$ cat config.mk
export PLATFORM = sky130hd
export DESIGN_NAME = three_lcg_uniform_generator
export DESIGN_NICKNAME = d
export VERILOG_FILES = /design/src/tlug_pkg.sv /design/src/tlug_ctrl.sv /design/src/tlug_lane.sv /design/src/tlug_dp.sv /design/src/three_lcg_uniform_generator.sv
export SDC_FILE = /design/constraint.sdc
export NUM_CORES = 2
export LEC_CHECK = 0
export BUFFER_PORTS_ARGS = -buffer_cell sky130_fd_sc_hd__buf_2
export CAP_MARGIN = 20
export CORE_MARGIN = 2
export CORE_UTILIZATION = 55
export CTS_BUF_LIST = sky130_fd_sc_hd__clkbuf_4 sky130_fd_sc_hd__clkbuf_8 sky130_fd_sc_hd__clkbuf_16
export DETAILED_ROUTE_END_ITERATION = 8
export HOLD_SLACK_MARGIN = 0.08
export PLACE_DENSITY = 0.76
export SLEW_MARGIN = 15
export SYNTH_ARGS = -nofsm -noshare
export SYNTH_HDL_FRONTEND = slang
export SYNTH_SLANG_ARGS = --single-unit
$ cat constraint.sdc
create_clock -name clk -period 10.25 [get_ports clk]
set_clock_uncertainty 0.2 [all_clocks]
set_input_delay 0.5125 -clock clk [delete_from_list [all_inputs] [get_ports clk]]
set_output_delay 0.5125 -clock clk [all_outputs]
set_load 0.02 [all_outputs]
$ cat src/tlug_pkg.sv
// shared constants and types for the three-lcg uniform generator
`default_nettype none

package tlug_pkg;

  localparam int SEED_W    = 15;
  localparam int SEED_IN_W = 32;
  localparam int OUT_W     = 24;
  localparam int REM_W     = 16;

  localparam int DEF_MODULUS_ONE   = 30269;
  localparam int DEF_MODULUS_TWO   = 30307;
  localparam int DEF_MODULUS_THREE = 30323;
  localparam int DEF_FRACTION_BITS = 24;

  localparam int STEP_MULT_ONE   = 171;
  localparam int STEP_MULT_TWO   = 172;
  localparam int STEP_MULT_THREE = 170;

  localparam int RESEED_MULT_ONE   = 1000;
  localparam int RESEED_MULT_TWO   = 2000;
  localparam int RESEED_MULT_THREE = 3000;

  localparam int SEED_INIT_ONE   = 1000;
  localparam int SEED_INIT_TWO   = 2000;
  localparam int SEED_INIT_THREE = 3000;

  typedef enum logic [3:0] {
    OP_NONE,
    OP_LOAD_IN,
    OP_LOAD_STEP,
    OP_LOAD_SCALE,
    OP_QEST,
    OP_REM,
    OP_FIX,
    OP_TMUL,
    OP_TSUM,
    OP_TREM,
    OP_TFIX,
    OP_SUM
  } dp_op_t;

  typedef enum logic [3:0] {
    S_IDLE,
    S_QEST,
    S_REM,
    S_FIX,
    S_SCALE,
    S_TMUL,
    S_TSUM,
    S_TREM,
    S_TFIX,
    S_SUM
  } ctrl_state_t;

  typedef enum logic [1:0] {
    MODE_DRAW,
    MODE_RESEED_A,
    MODE_RESEED_B
  } ctrl_mode_t;

endpackage

`default_nettype wire

$ cat src/tlug_ctrl.sv
// sequencing controller: steps the datapath through draw and reseed
`default_nettype none

module tlug_ctrl (
  input  wire logic             clk,
  input  wire logic             rst,
  input  wire logic             in_valid,
  output logic                  in_stall,
  input  wire logic             req_type,
  output logic                  out_valid,
  input  wire logic             out_stall,
  output tlug_pkg::dp_op_t      op
);
  import tlug_pkg::*;

  ctrl_state_t state, state_next;
  ctrl_mode_t  mode, mode_next;
  logic        out_valid_next;

  always_ff @(posedge clk) begin
    if (rst) begin
      state     <= S_IDLE;
      mode      <= MODE_DRAW;
      out_valid <= 1'b0;
    end else begin
      state     <= state_next;
      mode      <= mode_next;
      out_valid <= out_valid_next;
    end
  end

  assign in_stall = (state != S_IDLE);

  always_comb begin
    state_next     = state;
    mode_next      = mode;
    op             = OP_NONE;
    out_valid_next = out_valid & out_stall;
    unique case (state)
      S_IDLE: begin
        if (in_valid) begin
          state_next = S_QEST;
          if (req_type) begin
            op        = OP_LOAD_IN;
            mode_next = MODE_RESEED_A;
          end else begin
            op        = OP_LOAD_STEP;
            mode_next = MODE_DRAW;
          end
        end
      end
      S_QEST: begin
        op         = OP_QEST;
        state_next = S_REM;
      end
      S_REM: begin
        op         = OP_REM;
        state_next = S_FIX;
      end
      S_FIX: begin
        op = OP_FIX;
        unique case (mode)
          MODE_DRAW:     state_next = S_TMUL;
          MODE_RESEED_A: state_next = S_SCALE;
          MODE_RESEED_B: state_next = S_IDLE;
          default:       state_next = S_IDLE;
        endcase
      end
      // second pass of the reseed: (seed mod m) times (k*1000 mod m)
      S_SCALE: begin
        op         = OP_LOAD_SCALE;
        mode_next  = MODE_RESEED_B;
        state_next = S_QEST;
      end
      S_TMUL: begin
        op         = OP_TMUL;
        state_next = S_TSUM;
      end
      S_TSUM: begin
        op         = OP_TSUM;
        state_next = S_TREM;
      end
      S_TREM: begin
        op         = OP_TREM;
        state_next = S_TFIX;
      end
      S_TFIX: begin
        op         = OP_TFIX;
        state_next = S_SUM;
      end
      // hold until the previous result transaction has gone
      S_SUM: begin
        if (!(out_valid && out_stall)) begin
          op             = OP_SUM;
          out_valid_next = 1'b1;
          state_next     = S_IDLE;
        end
      end
      default: state_next = S_IDLE;
    endcase
  end

endmodule

`default_nettype wire

$ cat src/tlug_lane.sv
// one congruential lane: seed register, constant modulo and term scaling
`default_nettype none

module tlug_lane #(
  parameter int MODULUS       = tlug_pkg::DEF_MODULUS_ONE,
  parameter int STEP_MULT     = tlug_pkg::STEP_MULT_ONE,
  parameter int RESEED_MULT   = tlug_pkg::RESEED_MULT_ONE,
  parameter int SEED_INIT     = tlug_pkg::SEED_INIT_ONE,
  parameter int FRACTION_BITS = tlug_pkg::DEF_FRACTION_BITS
) (
  input  wire logic                                clk,
  input  wire logic                                rst,
  input  wire tlug_pkg::dp_op_t                    op,
  input  wire logic [tlug_pkg::SEED_IN_W-1:0]      seed_in,
  output logic      [FRACTION_BITS-1:0]            term
);
  import tlug_pkg::*;

  localparam int MT_W = FRACTION_BITS + SEED_W;
  localparam int LO_W = (MT_W + 1) / 2;
  localparam int HI_W = MT_W - LO_W;
  localparam int PW   = SEED_W + MT_W;

  // floor(2^32 / m): quotient estimate is exact or one low
  localparam logic [SEED_IN_W-1:0] MU =
    SEED_IN_W'((64'd1 << SEED_IN_W) / 64'(MODULUS));
  // floor(2^(f+15) / m) for the term, split for two narrow multipliers
  localparam logic [MT_W-1:0] MT =
    MT_W'((64'd1 << (FRACTION_BITS + SEED_W)) / 64'(MODULUS));
  localparam logic [LO_W-1:0]   MT_LO   = MT[LO_W-1:0];
  localparam logic [HI_W-1:0]   MT_HI   = MT[MT_W-1:LO_W];
  localparam logic [REM_W-1:0]  MOD_R   = REM_W'(MODULUS);
  localparam logic [7:0]        STEP_C  = 8'(STEP_MULT);
  localparam logic [SEED_W-1:0] SCALE_C = SEED_W'(RESEED_MULT % MODULUS);

  logic [SEED_W-1:0]        seed;
  logic [SEED_IN_W-1:0]     x;
  logic [REM_W-1:0]         q;
  logic [REM_W-1:0]         r;
  logic [SEED_W+LO_W-1:0]   plo;
  logic [SEED_W+HI_W-1:0]   phi;
  logic [FRACTION_BITS-1:0] est;
  logic [REM_W-1:0]         rt;

  logic [SEED_W+7:0]        step_prod;
  logic [2*SEED_W-1:0]      scale_prod;
  logic [2*SEED_IN_W-1:0]   qprod;
  logic [REM_W-1:0]         rprod;
  logic [SEED_W+LO_W-1:0]   lo_prod;
  logic [SEED_W+HI_W-1:0]   hi_prod;
  logic [PW-1:0]            tsum;
  logic [REM_W-1:0]         tprod;

  assign step_prod  = seed * STEP_C;
  assign scale_prod = seed * SCALE_C;
  assign qprod      = x * MU;
  assign rprod      = q * MOD_R;
  assign lo_prod    = seed * MT_LO;
  assign hi_prod    = seed * MT_HI;
  assign tsum       = (PW'(phi) << LO_W) + PW'(plo);
  // low bits of s*2^f are zero, so the term remainder is just -est*m
  assign tprod      = est[REM_W-1:0] * MOD_R;

  always_ff @(posedge clk) begin
    if (rst) begin
      seed <= SEED_W'(SEED_INIT);
    end else begin
      case (op)
        OP_LOAD_IN:    x <= seed_in;
        OP_LOAD_STEP:  x <= SEED_IN_W'(step_prod);
        OP_LOAD_SCALE: x <= SEED_IN_W'(scale_prod);
        OP_QEST:       q <= qprod[SEED_IN_W +: REM_W];
        // remainder is below 2m, only its low bits matter
        OP_REM:        r <= x[REM_W-1:0] - rprod;
        OP_FIX:        seed <= (r >= MOD_R) ? SEED_W'(r - MOD_R) : r[SEED_W-1:0];
        OP_TMUL: begin
          plo <= lo_prod;
          phi <= hi_prod;
        end
        OP_TSUM:       est <= tsum[SEED_W +: FRACTION_BITS];
        OP_TREM:       rt <= REM_W'(0) - tprod;
        OP_TFIX:       term <= (rt >= MOD_R) ? est + FRACTION_BITS'(1) : est;
        default: ;
      endcase
    end
  end

endmodule

`default_nettype wire

$ cat src/tlug_dp.sv
// datapath: three lanes, fraction sum and the result register
`default_nettype none

module tlug_dp #(
  parameter int MODULUS_ONE   = tlug_pkg::DEF_MODULUS_ONE,
  parameter int MODULUS_TWO   = tlug_pkg::DEF_MODULUS_TWO,
  parameter int MODULUS_THREE = tlug_pkg::DEF_MODULUS_THREE,
  parameter int FRACTION_BITS = tlug_pkg::DEF_FRACTION_BITS
) (
  input  wire logic                            clk,
  input  wire logic                            rst,
  input  wire tlug_pkg::dp_op_t                op,
  input  wire logic [tlug_pkg::SEED_IN_W-1:0]  seed_in,
  output logic      [tlug_pkg::OUT_W-1:0]      uniform_fraction
);
  import tlug_pkg::*;

  logic [FRACTION_BITS-1:0] term_one, term_two, term_three;
  logic [FRACTION_BITS-1:0] fsum;
  logic [OUT_W-1:0]         fmt;

  tlug_lane #(
    .MODULUS(MODULUS_ONE), .STEP_MULT(STEP_MULT_ONE),
    .RESEED_MULT(RESEED_MULT_ONE), .SEED_INIT(SEED_INIT_ONE),
    .FRACTION_BITS(FRACTION_BITS)
  ) u_lane_one (
    .clk(clk), .rst(rst), .op(op), .seed_in(seed_in), .term(term_one)
  );

  tlug_lane #(
    .MODULUS(MODULUS_TWO), .STEP_MULT(STEP_MULT_TWO),
    .RESEED_MULT(RESEED_MULT_TWO), .SEED_INIT(SEED_INIT_TWO),
    .FRACTION_BITS(FRACTION_BITS)
  ) u_lane_two (
    .clk(clk), .rst(rst), .op(op), .seed_in(seed_in), .term(term_two)
  );

  tlug_lane #(
    .MODULUS(MODULUS_THREE), .STEP_MULT(STEP_MULT_THREE),
    .RESEED_MULT(RESEED_MULT_THREE), .SEED_INIT(SEED_INIT_THREE),
    .FRACTION_BITS(FRACTION_BITS)
  ) u_lane_three (
    .clk(clk), .rst(rst), .op(op), .seed_in(seed_in), .term(term_three)
  );

  // wraps modulo one
  assign fsum = term_one + term_two + term_three;

  generate
    if (FRACTION_BITS >= OUT_W) begin : g_trunc
      assign fmt = fsum[FRACTION_BITS-1 -: OUT_W];
    end else begin : g_pad
      assign fmt = {fsum, {(OUT_W - FRACTION_BITS){1'b0}}};
    end
  endgenerate

  always_ff @(posedge clk) begin
    if (op == OP_SUM) begin
      uniform_fraction <= fmt;
    end
  end

endmodule

`default_nettype wire

$ cat src/three_lcg_uniform_generator.sv
// Wichmann-Hill uniform generator built from three 15-bit congruential lanes.
// One transaction is taken at a time. A draw (req_type 0) steps all three
// seeds and returns one unsigned 0.24 fraction; the controller walks each lane
// through its constant-modulo steps (estimate, remainder, correct) and then
// its reciprocal term scaling (two partial products, sum, remainder, correct)
// before the sum of the three terms is written to the result register.
// A reseed (req_type 1) gives no result and makes two passes of the modulo
// steps, one on the seed and one on its product with k*1000 mod m.
// The next transaction is accepted in the cycle after either finishes; a draw
// also waits while the previous result is still stalled.
`default_nettype none

module three_lcg_uniform_generator #(
  parameter int MODULUS_ONE   = tlug_pkg::DEF_MODULUS_ONE,
  parameter int MODULUS_TWO   = tlug_pkg::DEF_MODULUS_TWO,
  parameter int MODULUS_THREE = tlug_pkg::DEF_MODULUS_THREE,
  parameter int FRACTION_BITS = tlug_pkg::DEF_FRACTION_BITS
) (
  input  wire logic                            clk,
  input  wire logic                            rst,
  input  wire logic                            in_valid,
  output logic                                 in_stall,
  input  wire logic                            req_type,
  input  wire logic [tlug_pkg::SEED_IN_W-1:0]  seed,
  output logic                                 out_valid,
  input  wire logic                            out_stall,
  output logic      [tlug_pkg::OUT_W-1:0]      uniform_fraction
);
  import tlug_pkg::*;

  dp_op_t op;

  tlug_ctrl u_ctrl (
    .clk(clk), .rst(rst),
    .in_valid(in_valid), .in_stall(in_stall), .req_type(req_type),
    .out_valid(out_valid), .out_stall(out_stall),
    .op(op)
  );

  tlug_dp #(
    .MODULUS_ONE(MODULUS_ONE), .MODULUS_TWO(MODULUS_TWO),
    .MODULUS_THREE(MODULUS_THREE), .FRACTION_BITS(FRACTION_BITS)
  ) u_dp (
    .clk(clk), .rst(rst), .op(op), .seed_in(seed),
    .uniform_fraction(uniform_fraction)
  );

endmodule

`default_nettype wire
Yosys cells after proc, flatten, opt, wreduce, memory -nomap -nowiden
Index checks and enable logic that the tools add are counted.
{ "totals": {"inputBits": 37, "regBits": 617, "wordCells": 137, "output_inout_bits": 26} }
{ "classes": {"mux": 22, "multipliers": 21, "n_lt_le_gt_ge": 6, "n_eq_ne": 23, "bitwise": 2, "reduce_logical": 15, "addsub": 17} }
{ "op_table": {"columns": ["op", "count"], "rows": [
  ["32-bit case mux with 3 select lines", 3],
  ["39-bit by 34-bit adder with 39-bit output", 3],
  ["16-bit by 15-bit >= comparator with 1-bit output (second input constant)", 6],
  ["16-bit by 15-bit multiplier with 16-bit output (second input constant)", 6],
  ["32-bit by 18-bit multiplier with 48-bit output (second input constant)", 2],
  ["4-bit case mux with 10 select lines", 2],
  ["24-bit by 1-bit adder with 24-bit output (second input constant)", 3],
  ["24-bit 2-to-1 mux", 3],
  ["15-bit by 18-bit multiplier with 33-bit output (second input constant)", 2],
  ["15-bit by 7-bit multiplier with 22-bit output (second input constant)", 3],
  ["15-bit by 5-bit multiplier with 19-bit output (second input constant)", 3],
  ["24-bit adder", 2],
  ["1-bit by 16-bit subtractor with 16-bit output (first input constant)", 3],
  ["16-bit subtractor", 3],
  ["32-bit by 15-bit multiplier with 45-bit output (second input constant)", 1],
  ["15-bit 2-to-1 mux", 3],
  ["15-bit subtractor (second input constant)", 3],
  ["15-bit by 19-bit multiplier with 34-bit output (second input constant)", 1],
  ["4-bit by 3-bit == test with 1-bit output (second input constant)", 8],
  ["4-bit == test (second input constant)", 6],
  ["15-bit by 9-bit multiplier with 24-bit output (second input constant)", 1],
  ["15-bit by 8-bit multiplier with 23-bit output (second input constant)", 1],
  ["15-bit by 6-bit multiplier with 21-bit output (second input constant)", 1],
  ["2-bit AND reduction", 9],
  ["other kinds (17)", 28]
]} }

Longest topological paths before layout
{ "logic_depth": {"depth_word": 6, "depth_mapped": 23, "depth_no_buf": 23} }

Modules after synthesis
A second synthesis with hierarchy kept.
{ "hier_totals": {"cells_unflattened": 8340, "area_unflattened_um2": 87276.2} }
{ "modules_own_cells": {"columns": ["module", "cells_each", "n_inst", "area_each_um2"], "rows": [
  ["tlug_lane at u_dp.u_lane_two", 2763, 1, 29195.5],
  ["tlug_lane at u_dp.u_lane_one", 2760, 1, 28423.5],
  ["tlug_lane at u_dp.u_lane_three", 2555, 1, 26860.8],
  ["tlug_dp", 205, 1, 2347.3],
  ["tlug_ctrl", 57, 1, 449.2]
]} }

Worst setup path after synthesis
No wires, ideal clock.
{ "synth_path": {"kind": "input to register", "startpoint": "input port rst", "endpoint": "register u_dp.u_lane_one.phi[0], enable pin", "t_required_ps": 9323, "cell_stages": 3, "arrival_ps": 8653, "setup_time_ps": 727, "path_slack_ps": 670, "path_buffers": 2, "path_cell_list": "clkbuf_1 clkbuf_1 nor3_1"} }
{ "synth_via": {"elab_chain_len": 2} }
{ "synth_lines": {"columns": ["element", "line_no", "text"], "rows": [
  ["start: declaration", "three_lcg_uniform_generator.sv:20", "input wire logic rst,"],
  ["1-bit NOT (no line)", null, null],
  ["2-bit AND reduction (no line)", null, null],
  ["end signal: assignment", "tlug_lane.sv:78", "phi <= hi_prod;"],
  ["end: declaration", "tlug_lane.sv:41", "logic [SEED_W+HI_W-1:0] phi;"]
]} }
Every way passes these cells.
A chain may end at the register's enable or synchronous reset.

Worst setup path in the final report
{ "layout_path": {"startpoint": "register u_dp.u_lane_two.x[7]", "endpoint": "register u_dp.u_lane_two.q[12] (data pin)"} }
{ "layout_via": {"elab_chain_len": 1} }
{ "layout_lines": {"columns": ["element", "line_no", "text"], "rows": [
  ["start: declaration", "tlug_lane.sv:37", "logic [SEED_IN_W-1:0] x;"],
  ["start signal: assignment", "tlug_lane.sv:69", "OP_LOAD_IN: x <= seed_in;"],
  ["start signal: assignment", "tlug_lane.sv:70", "OP_LOAD_STEP: x <= SEED_IN_W'(step_prod);"],
  ["start signal: assignment", "tlug_lane.sv:71", "OP_LOAD_SCALE: x <= SEED_IN_W'(scale_prod);"],
  ["32-bit by 18-bit multiplier with 48-bit output", "tlug_lane.sv:56", "assign qprod = x * MU;"],
  ["net u_dp.u_lane_two.qprod[44]", "tlug_lane.sv:47", "logic [2*SEED_IN_W-1:0] qprod;"],
  ["end signal: assignment", "tlug_lane.sv:72", "OP_QEST: q <= qprod[SEED_IN_W +: REM_W];"],
  ["end: declaration", "tlug_lane.sv:38", "logic [REM_W-1:0] q;"]
]} }
The timed path passes the listed nets, and every way through them passes these cells.

==> results.ini <==
[status]
status=finished, final reports clean

[clock_network]
htreeDepth=3
cts_made_buffers=69
postCtsSetupBuffers=0
cts.path.max_buffers=3
worstSkewPairLatency_ps=700
clock_sinks=562
cts_root_buffer=clkbuf_16
cts_tree=done
clk_pin_slew_ps=70

[hold_path]
worstHoldStart=seed[25]
hold_class=in2reg
holdPathEnd=u_dp.u_lane_one.x[25]$_DFFE_PP_
worstHoldPathCells=3

[sta]
final.period_utilization_pct=66.7
final_max_slew_viol_count=0
setup_viol=0
rsz0062_at_grt=no
hold_viol=0
fmax_ghz=0.146
finalSetupTns_ps=0
post-route-min-period_ps=6840
worst_slack_ps=3410
relSlewSlack_pct=23.5
worstMarginPinSlew_ps=1130

[die]
die_y_um=396
pin_count=63
core_area_um2=152000
fp.dieW_um=396
dieArea_um2=157000
start_util_pct=55.5
row_count=143

[placed_design]
portBuffers=62
hpwlAfterDp_um=171000
routabilityCongestion=0.982
place_ws_ps=3520

[setup_path]
crit_fanout=7
crit_arrival_ps=7070
r2r_end=u_dp.u_lane_two.q[12]$_DFFE_PP_
crit_start=u_dp.u_lane_two.x[7]$_DFFE_PP_
critical-path-max-stage-delay_ps=580
required_ps=10480
critPathTopFamily=adder cells
cp-end-kind=flip-flop
rrSetupSlack_ps=3410
critical_path_class=reg2reg
path_cells=ha_1 -> fa_1 -> ha_1 -> fa_1 -> fa_1 -> inv_1 -> fa_1 -> inv_1 -> ha_1 -> o21a_1 -> o21ai_0 -> a2111oi_0 -> o21ai_1 -> a21oi_1 -> a2111oi_2 -> nor3_1 -> a21oi_1 -> o21bai_1 -> xor2_1
path_buf_inv=2
timing.rr.start=u_dp.u_lane_two.x[7]$_DFFE_PP_
crit_top_cell=fa_1
crit_slowest_cell=edfxtp_1
reg2regPathDepth=19
cp_num_cells=19
cp-start-kind=flip-flop

[detailed_routing]
drc_errors=0
first_pass_iters=6
post_drt_wl_per_cell_um=19.7
drt_iter0_markers=3461
vias_per_cell=5.48
postRouteAntennaNets=0
dr_total_vias=55800
wl_um=201000

[grt]
gr-total-overflow=0
grt_usage_pct=26.7
antenna_found_initial=7
grt_max_degree=77
grt_pass1_vias=60400
grt_pass1_wl_um=326000

[layout]
nets=11000
layout-drive-gt1-share_pct=3.51
synthToLayoutAreaGrowth_pct=6.57
fillers=12400

[job]
maxCapViolCount=0

[synth]
synth_cells=7954
yosys_warnings=0
synth_edf_count=510
ys.flop_type=edfxtp_1
ys_seq_area_share_pct=19.3
synth_async_sr_flop_share_pct=0
synth_area_um2=84600
avgSynthCellArea_um2=10.6
synth_seq_cells=562
synth_nets=10900
synth_cell_types=82

==> timing repair <==
item	4_1_cts	5_1_grt
hold buffers	9	0
endpoints found under the hold margin	10	0
gates resized for setup	0	0
==> through the flow <==
stage / util (%) / area (µm²) / std cells / hold WS, ps
2_1_floorplan: - / 84600 / 7954 / 200
3_3_place_gp: 57.5 / 87600 / 10000 / 205
3_5_place_dp: 57.5 / 87600 / 10000 / 205
4_1_cts: 59.2 / 90100 / 10200 / 99.4
5_1_grt: 59.2 / 90100 / 10200 / 136
6_report: 59.2 / 90100 / 10200 / 160
==> per-layer routing <==
layer  routed length (µm)  track usage (%)
met1                84300             34.6
met5                   46                0
met3                11800             4.20
met2                95600             44.9
met4                 9050             10.4
==> cell type report <==
type	count	area [µm²]	area share (%)
diodes	4	10.0	0.0111
clock buffers	84	1850	2.05
clock inverters	42	566	0.627
inverters	1930	7240	8.04
multi-input cells	5420	60900	67.6
flip-flops and latches	562	16400	18.1
well taps	2030	2540	2.82
repair buffers	108	678	0.752
==> worst min-delay path, stage by stage <==
cell and delay [ps]:
buf_2 80, nand2_1 220, inv_1 110
==> cells by family after synthesis <==
group	Yosys count	share of synthesized area (%)
buffers and inverters	1972	8.75
muxes	8	0.0976
and+or+nand+nor	1002	5.71
DFF	562	19.3
adders and majority gates	2893	52.6
xor gates and xnor gates	589	6.10
AOI/OAI and AO/OA	928	7.38
==> cells in the final DEF (no fill, tap or decap), types with 48 or more instances in the layout <==
cell and count:
a21oi_1 248, nand2b_1 53, a21o_1 86, xor2_1 175
nor2b_1 48, buf_2 62, ha_1 1787, nand3_1 89
nor3_1 91, xnor2_1 414, inv_1 1930, fa_1 1106
dfxtp_1 52, o21ai_0 167, clkbuf_16 69, o21a_1 51
edfxtp_1 510, nand2_1 203, nor2_1 294
==> worst max path at each step <==
stage	slack, ps	to
after detailed placement	3520	u_dp.u_lane_two.plo[33]$_DFFE_PP_
final	3410	u_dp.u_lane_two.q[12]$_DFFE_PP_
after global placement	3570	u_dp.u_lane_two.plo[33]$_DFFE_PP_
after CTS	3470	u_dp.u_lane_two.q[12]$_DFFE_PP_
after global routing	2830	u_dp.u_lane_two.q[12]$_DFFE_PP_
after floorplan	670	u_dp.u_lane_one.phi[0]$_DFFE_PP_
==> sequential cells by signal, summed over array words and instances, names as in the netlist, 24 cells and up <==
register	cells
u_dp.u_lane_two.term	24
u_dp.u_lane_one.est	24
u_dp.u_lane_two.est	24
u_dp.u_lane_three.term	24
u_dp.uniform_fraction	24
u_dp.u_lane_three.est	24
u_dp.u_lane_one.x	26
u_dp.u_lane_two.x	26
u_dp.u_lane_one.term	24
u_dp.u_lane_three.x	32
==> synthesized netlist by cell type (51+ instances only) <==
cell,instances,share of area [%]
ha_1,1787,26
edfxtp_1,510,18
nand3_1,89,0.53
a21oi_1,249,1.5
xor2_1,175,1.8
nand2_1,203,0.90
xnor2_1,414,4.3
o21ai_0,167,0.99
a21o_1,86,0.76
inv_1,1930,8.6
nor3_1,93,0.55
fa_1,1106,26
nand2b_1,53,0.39
nor2_1,301,1.3
dfxtp_1,52,1.2
o21a_1,51,0.45
Power is left out: the tool's default activity adds up to more than one toggle a clock period on the data nets, which glitch-free logic cannot reach.
